**src/sv/gbp_pkg.sv**
```systemverilog
// shared constants for the grid box partition block
// no dependencies
package gbp_pkg;

	// width of every payload field and of the processor count register
	localparam int FIELD_W = 16;

endpackage

```
**src/sv/grid_box_partition.sv**
```systemverilog
// grid box partition: chooses a box lattice for a grid and the box sizes
// depends on gbp_pkg
//
// One grid (width, height) is taken per beat and one result beat is given back. The box
// target is proc_count (zero counts as one), capped at width * height. The block starts
// from a 1 x 1 split and adds one cut per cycle, along x while width * parts_y >=
// height * parts_x and x can still be cut, or y can no longer be cut, else along y, until
// parts_x * parts_y reaches the target. Both box sizes then come from one shared restoring
// divider, one quotient bit per cycle. Each item runs through the cut loop and then the
// division for x and then the one for y. in_stall is high from the accepting edge until the
// work is finished; the finished result sits in an output register, so a new grid may be
// taken while the previous result waits. proc_count is written through cfg_we / cfg_wdata;
// the user must write it only while the block is idle; the block itself does not enforce this.
module grid_box_partition #(
	parameter int EXTENT_BITS = 16
) (
	input  logic                         clk,
	input  logic                         arst_n,
	input  logic                         cfg_we,
	input  logic [gbp_pkg::FIELD_W-1:0]  cfg_wdata,
	input  logic                         in_valid,
	output logic                         in_stall,
	input  logic [gbp_pkg::FIELD_W-1:0]  grid_width,
	input  logic [gbp_pkg::FIELD_W-1:0]  grid_height,
	output logic                         out_valid,
	input  logic                         out_stall,
	output logic [gbp_pkg::FIELD_W-1:0]  parts_x,
	output logic [gbp_pkg::FIELD_W-1:0]  parts_y,
	output logic [gbp_pkg::FIELD_W-1:0]  box_width,
	output logic [gbp_pkg::FIELD_W-1:0]  box_height
);

	localparam int FW = gbp_pkg::FIELD_W;
	// extents are taken in their low EXTENT_BITS bits, never more than the field
	localparam int EW = (EXTENT_BITS < FW) ? EXTENT_BITS : FW;
	// products and the target share one width
	localparam int MW = (2 * EW > FW) ? 2 * EW : FW;
	localparam int CW = $clog2(EW);

	typedef enum logic [2:0] {
		ST_IDLE,
		ST_MUL,
		ST_CAP,
		ST_CUT,
		ST_DIV_X,
		ST_DIV_Y,
		ST_DONE
	} state_t;

	state_t          state_q;
	logic [FW-1:0]   pc_q;
	logic [EW-1:0]   w_q, h_q, px_q, py_q;
	logic [MW-1:0]   cells_q, target_q, prod_q, wpy_q, hpx_q;
	logic [EW-1:0]   dvd_q, dvs_q, bw_q, bh_q;
	logic [EW-1:0]   rem_q;
	logic [CW-1:0]   cnt_q;
	logic            out_valid_q;
	logic [FW-1:0]   out_px_q, out_py_q, out_bw_q, out_bh_q;

	logic [FW-1:0]   pc_eff;
	logic [MW-1:0]   target_nx;
	logic            cut_done, x_wider, cut_x, cut_y;
	logic [EW:0]     trial;
	logic [EW-1:0]   rem_nx;
	logic            fits, div_last;
	logic [EW-1:0]   dvd_nx, ceil_nx;

	always_comb begin
		pc_eff    = (pc_q == '0) ? FW'(1) : pc_q;
		target_nx = (MW'(pc_eff) > cells_q) ? cells_q : MW'(pc_eff);

		cut_done = prod_q >= target_q;
		x_wider  = wpy_q >= hpx_q;
		cut_x    = (x_wider && (px_q < w_q)) || (py_q >= h_q);
		cut_y    = py_q < h_q;

		// one restoring division step
		trial    = {rem_q, dvd_q[EW-1]};
		fits     = trial >= {1'b0, dvs_q};
		rem_nx   = fits ? EW'(trial - {1'b0, dvs_q}) : trial[EW-1:0];
		dvd_nx   = {dvd_q[EW-2:0], fits};
		ceil_nx  = dvd_nx + EW'(rem_nx != '0);
		div_last = cnt_q == CW'(EW - 1);
	end

	always_ff @(posedge clk or negedge arst_n) begin
		if (!arst_n) begin
			state_q     <= ST_IDLE;
			pc_q        <= FW'(1);
			out_valid_q <= 1'b0;
			w_q         <= '0;
			h_q         <= '0;
			px_q        <= '0;
			py_q        <= '0;
			cells_q     <= '0;
			target_q    <= '0;
			prod_q      <= '0;
			wpy_q       <= '0;
			hpx_q       <= '0;
			dvd_q       <= '0;
			dvs_q       <= '0;
			rem_q       <= '0;
			cnt_q       <= '0;
			bw_q        <= '0;
			bh_q        <= '0;
			out_px_q    <= '0;
			out_py_q    <= '0;
			out_bw_q    <= '0;
			out_bh_q    <= '0;
		end else begin
			if (cfg_we) begin
				pc_q <= cfg_wdata;
			end
			if (out_valid_q && !out_stall) begin
				out_valid_q <= 1'b0;
			end
			case (state_q)
				ST_IDLE: begin
					if (in_valid) begin
						w_q     <= grid_width[EW-1:0];
						h_q     <= grid_height[EW-1:0];
						px_q    <= EW'(1);
						py_q    <= EW'(1);
						prod_q  <= MW'(1);
						wpy_q   <= MW'(grid_width[EW-1:0]);
						hpx_q   <= MW'(grid_height[EW-1:0]);
						state_q <= ST_MUL;
					end
				end
				ST_MUL: begin
					cells_q <= MW'(w_q) * MW'(h_q);
					state_q <= ST_CAP;
				end
				ST_CAP: begin
					target_q <= target_nx;
					state_q  <= ST_CUT;
				end
				ST_CUT: begin
					if (cut_done || (!cut_x && !cut_y)) begin
						dvd_q   <= w_q;
						dvs_q   <= px_q;
						rem_q   <= '0;
						cnt_q   <= '0;
						state_q <= ST_DIV_X;
					end else if (cut_x) begin
						px_q   <= px_q + EW'(1);
						prod_q <= prod_q + MW'(py_q);
						hpx_q  <= hpx_q + MW'(h_q);
					end else begin
						py_q   <= py_q + EW'(1);
						prod_q <= prod_q + MW'(px_q);
						wpy_q  <= wpy_q + MW'(w_q);
					end
				end
				ST_DIV_X: begin
					dvd_q <= dvd_nx;
					rem_q <= rem_nx;
					cnt_q <= cnt_q + CW'(1);
					if (div_last) begin
						bw_q    <= ceil_nx;
						dvd_q   <= h_q;
						dvs_q   <= py_q;
						rem_q   <= '0;
						cnt_q   <= '0;
						state_q <= ST_DIV_Y;
					end
				end
				ST_DIV_Y: begin
					dvd_q <= dvd_nx;
					rem_q <= rem_nx;
					cnt_q <= cnt_q + CW'(1);
					if (div_last) begin
						bh_q    <= ceil_nx;
						state_q <= ST_DONE;
					end
				end
				ST_DONE: begin
					// wait for the output register to free up
					if (!out_valid_q || !out_stall) begin
						out_valid_q <= 1'b1;
						out_px_q    <= FW'(px_q);
						out_py_q    <= FW'(py_q);
						out_bw_q    <= FW'(bw_q);
						out_bh_q    <= FW'(bh_q);
						state_q     <= ST_IDLE;
					end
				end
				default: begin
					state_q <= ST_IDLE;
				end
			endcase
		end
	end

	assign in_stall   = state_q != ST_IDLE;
	assign out_valid  = out_valid_q;
	assign parts_x    = out_px_q;
	assign parts_y    = out_py_q;
	assign box_width  = out_bw_q;
	assign box_height = out_bh_q;

endmodule

```
**config.mk**
```make
export PLATFORM = sky130hd
export DESIGN_NAME = grid_box_partition
export DESIGN_NICKNAME = d
export VERILOG_FILES = /design/src/sv/gbp_pkg.sv /design/src/sv/grid_box_partition.sv
export SDC_FILE = /design/constraint.sdc
export NUM_CORES = 2
export LEC_CHECK = 0
export ABC_AREA = 1
export BUFFER_PORTS_ARGS = -buffer_cell sky130_fd_sc_hd__buf_2
export CAP_MARGIN = 20
export CORE_MARGIN = 2
export CORE_UTILIZATION = 35
export CTS_BUF_LIST = sky130_fd_sc_hd__clkbuf_8
export CTS_CLUSTER_DIAMETER = 120
export DETAILED_ROUTE_END_ITERATION = 10
export PLACE_DENSITY = 0.48
export SETUP_SLACK_MARGIN = 0.5
export SKIP_CTS_REPAIR_TIMING = 1
export SYNTH_ARGS = -nofsm -noshare
export SYNTH_HDL_FRONTEND = slang
export SYNTH_SLANG_ARGS = --single-unit
```
**constraint.sdc**
```tcl
create_clock -name clk -period 6.9 [get_ports clk]
set_input_delay 0 -clock clk [delete_from_list [all_inputs] [get_ports clk]]
set_output_delay 0 -clock clk [all_outputs]
set_load 0.02 [all_outputs]
```
==> impl_metrics.csv <==
group,metric,value,unit
final_layout,final_cell_mix,"1428 x nand2_1, 822 x inv_1, 387 x dfrtp_1",
place,gpl.final_weighted_congestion,0.901,
timing,worstMarginPinSlew,1020,ps
synth,avgSynthCellArea,7.21,sq um
global_route,grt_busiest_layer,"met2",
cts,root_buffer,"clkbuf_8",
outcome,status,"finished, final reports clean",
cts,cts.clk_slew.worst_paths,60,ps
cts,cts_tree,"done",
synth,yosysWarnings,0,
detailed_routing,wl_per_cell,19.0,um
synth,async_reset_ff_frac,1.00,
final_layout,drive_gt1_frac,0.0680,
final_layout,nNetsFinal,5453,
die,coreArea,98000,sq um
synth,synth.top_cell.area_share,0.284,
timing,max_slew_margin,0.319,
synth,synth_top_flop_cell,"dfrtp_1",
cts,clockBufferDepth,3,
detailed_routing,route.detailed.drc,0,
final_layout,seqCellArea,9820,sq um
timing,grt_setup_unrepaired,"false",
worst_setup_path,crit_type,"flop to flop",
synth,yosys-top-cells-area,"dfrtp_1 28%, nand2_1 16%, fa_1 12%",
timing,maxSlewViolCount,0,
detailed_routing,drtAntennaViolNets,0,
final_layout,layout_commonest_cell,"nand2_1",
worst_setup_path,critPathMaxFanout,11,
global_route,grt_pass1_vias,30607,
die,die_y,318,um
worst_setup_path,cp.required,7530,ps
worst_setup_path,cp-start-kind,"flop",
timing,fin_crit_sh,0.880,
synth,synth_edf_count,0,
final_layout,n_fill_cell,10423,
timing,finalCriticalPeriod,6070,ps
global_route,antenna_found_initial,5,
place,hpwl,92.1,mm
synth,synthCells,4777,
global_route,grt_use_met3,0.0405,
synth,ys_ff_latch,392,
die,std_cell_rows,115,
global_route,grt_usage,0.234,
final_layout,syn_to_final_growth,12.6,%
detailed_routing,drt_iter0_markers,2420,
hold_path,hold_class,"primary input to flop",
synth,syn_area,34400,sq um
die,start_util,0.351,
detailed_routing,vias,31275,
synth,synth_nets,5312,
synth,yosysSeqAreaShare,0.285,
detailed_routing,routed_wirelength,119,mm
timing,hold_viol_final,0,
timing,final.setup.tns,0,ps
detailed_routing,routed_via_density,4.99,
global_route,grt_util_met2,0.375,
detailed_routing,first_pass_iters,7,
flow_run,drv_cap,0,
die,die_w,318,um
cts,cts.sinks,392,
worst_setup_path,crit_arrival,6700,ps
global_route,met1_usage,0.314,
global_route,grt_pass1_wl,183,mm
timing,setup_viol,0,
cts,numCtsBuffers,80,
cts,htreeDepth,3,
place,port_buffers,118,
global_route,grt_max_degree,124,
die,io_pins,119,
synth,synth_top_cell_by_area,"dfrtp_1",
global_route,overflow,0,
worst_setup_path,end_kind,"flop",
synth,yosysUniqueCellTypes,50,
final_layout,multi_input_area,20800,sq um
timing,clock.fmax,165,MHz
timing,fin_skew,61.4,ps
die,dieArea,101000,sq um
cts,clk_latency,740,ps
[synthesized netlist by cell type (48+ instances only)]
library cell and instances:
nand2_1 1429, inv_1 800, dfrtp_1 391, o21ai_0 373, ha_1 284, nor2_1 273
nand3_1 261, fa_1 198, a21oi_1 179, clkbuf_1 143, nand4_1 58, xor2_1 58
nor3_1 48
[kinds of logic after synthesis]
kind of cell               Yosys count  synth area share
xor gates and xnor gates            96            0.0244
adders and majority gates          482             0.218
DFF                                392             0.285
AOI/OAI and AO/OA                  641            0.0987
and+or+nand+nor                   2157             0.259
muxes                                5           0.00164
buffers and inverters             1004             0.113
[worst max-delay path, stage by stage (launching register included)]
cell and delay, ps:
dfrtp_1 640, buf_4 290, nand2_1 100, fa_1 520, fa_1 480, inv_1 50
fa_1 560, fa_1 450, fa_1 550, inv_1 60, fa_1 530, inv_1 40
ha_1 340, a21oi_1 210, a21boi_0 320, o21ai_0 220, nand2_1 110, nand3_1 100
or2_2 280, nand3_1 70, nand2_1 50
[layer usage]
metal	part of all wire	up-vias
li1	-	15276
met2	0.46	803
met4	0.040	2
met5	0.000067	-
met1	0.45	14982
met3	0.058	212
[worst paths after layout]
kind | startpoint | endpoint | slack (ps) | cells past startpoint
worst min register to register | target_q[24] | target_q[24] | 460 | 2
worst min-delay path | grid_width[1] | w_q[1] | 70 | 4
worst max register to register | h_q[3] | cells_q[24] | 830 | 20
min in group asynchronous | arst_n | parts_x[8] | 440 | 3
max in group asynchronous | arst_n | parts_y[7] | 4930 | 4
worst max-delay path | h_q[3] | cells_q[24] | 830 | 20
[registers in the layout, indices dropped and copies added (netlist names), 32 cells and up]
register,cells
target_q,32
wpy_q,32
prod_q,32
hpx_q,32
cells_q,32
[through the flow]
stage               std cells  utilization  worst slack, ps  hold slack, ps  area (sq um)
finish                   6262        0.396              830            69.2         38800
global placement         6038        0.370              688            87.3         36200
floorplan                4777            -             1230            -296         34400
CTS                      6177        0.387              694            -735         37900
global route             6262        0.396              576            91.5         38800
detailed placement       6039        0.370              738            90.9         36200
[cell type report]
type,instances,area share
inverter,805,0.0780
clock inverter,36,0.00716
timing repair buffer,258,0.0485
tap,1287,0.0415
multi-input combinational,3381,0.535
sequential,392,0.253
clock buffer,102,0.0362
antenna,1,0.0000645
Power is left out: the tool's default activity adds up to more than one toggle a clock period on the data nets, which glitch-free logic cannot reach.
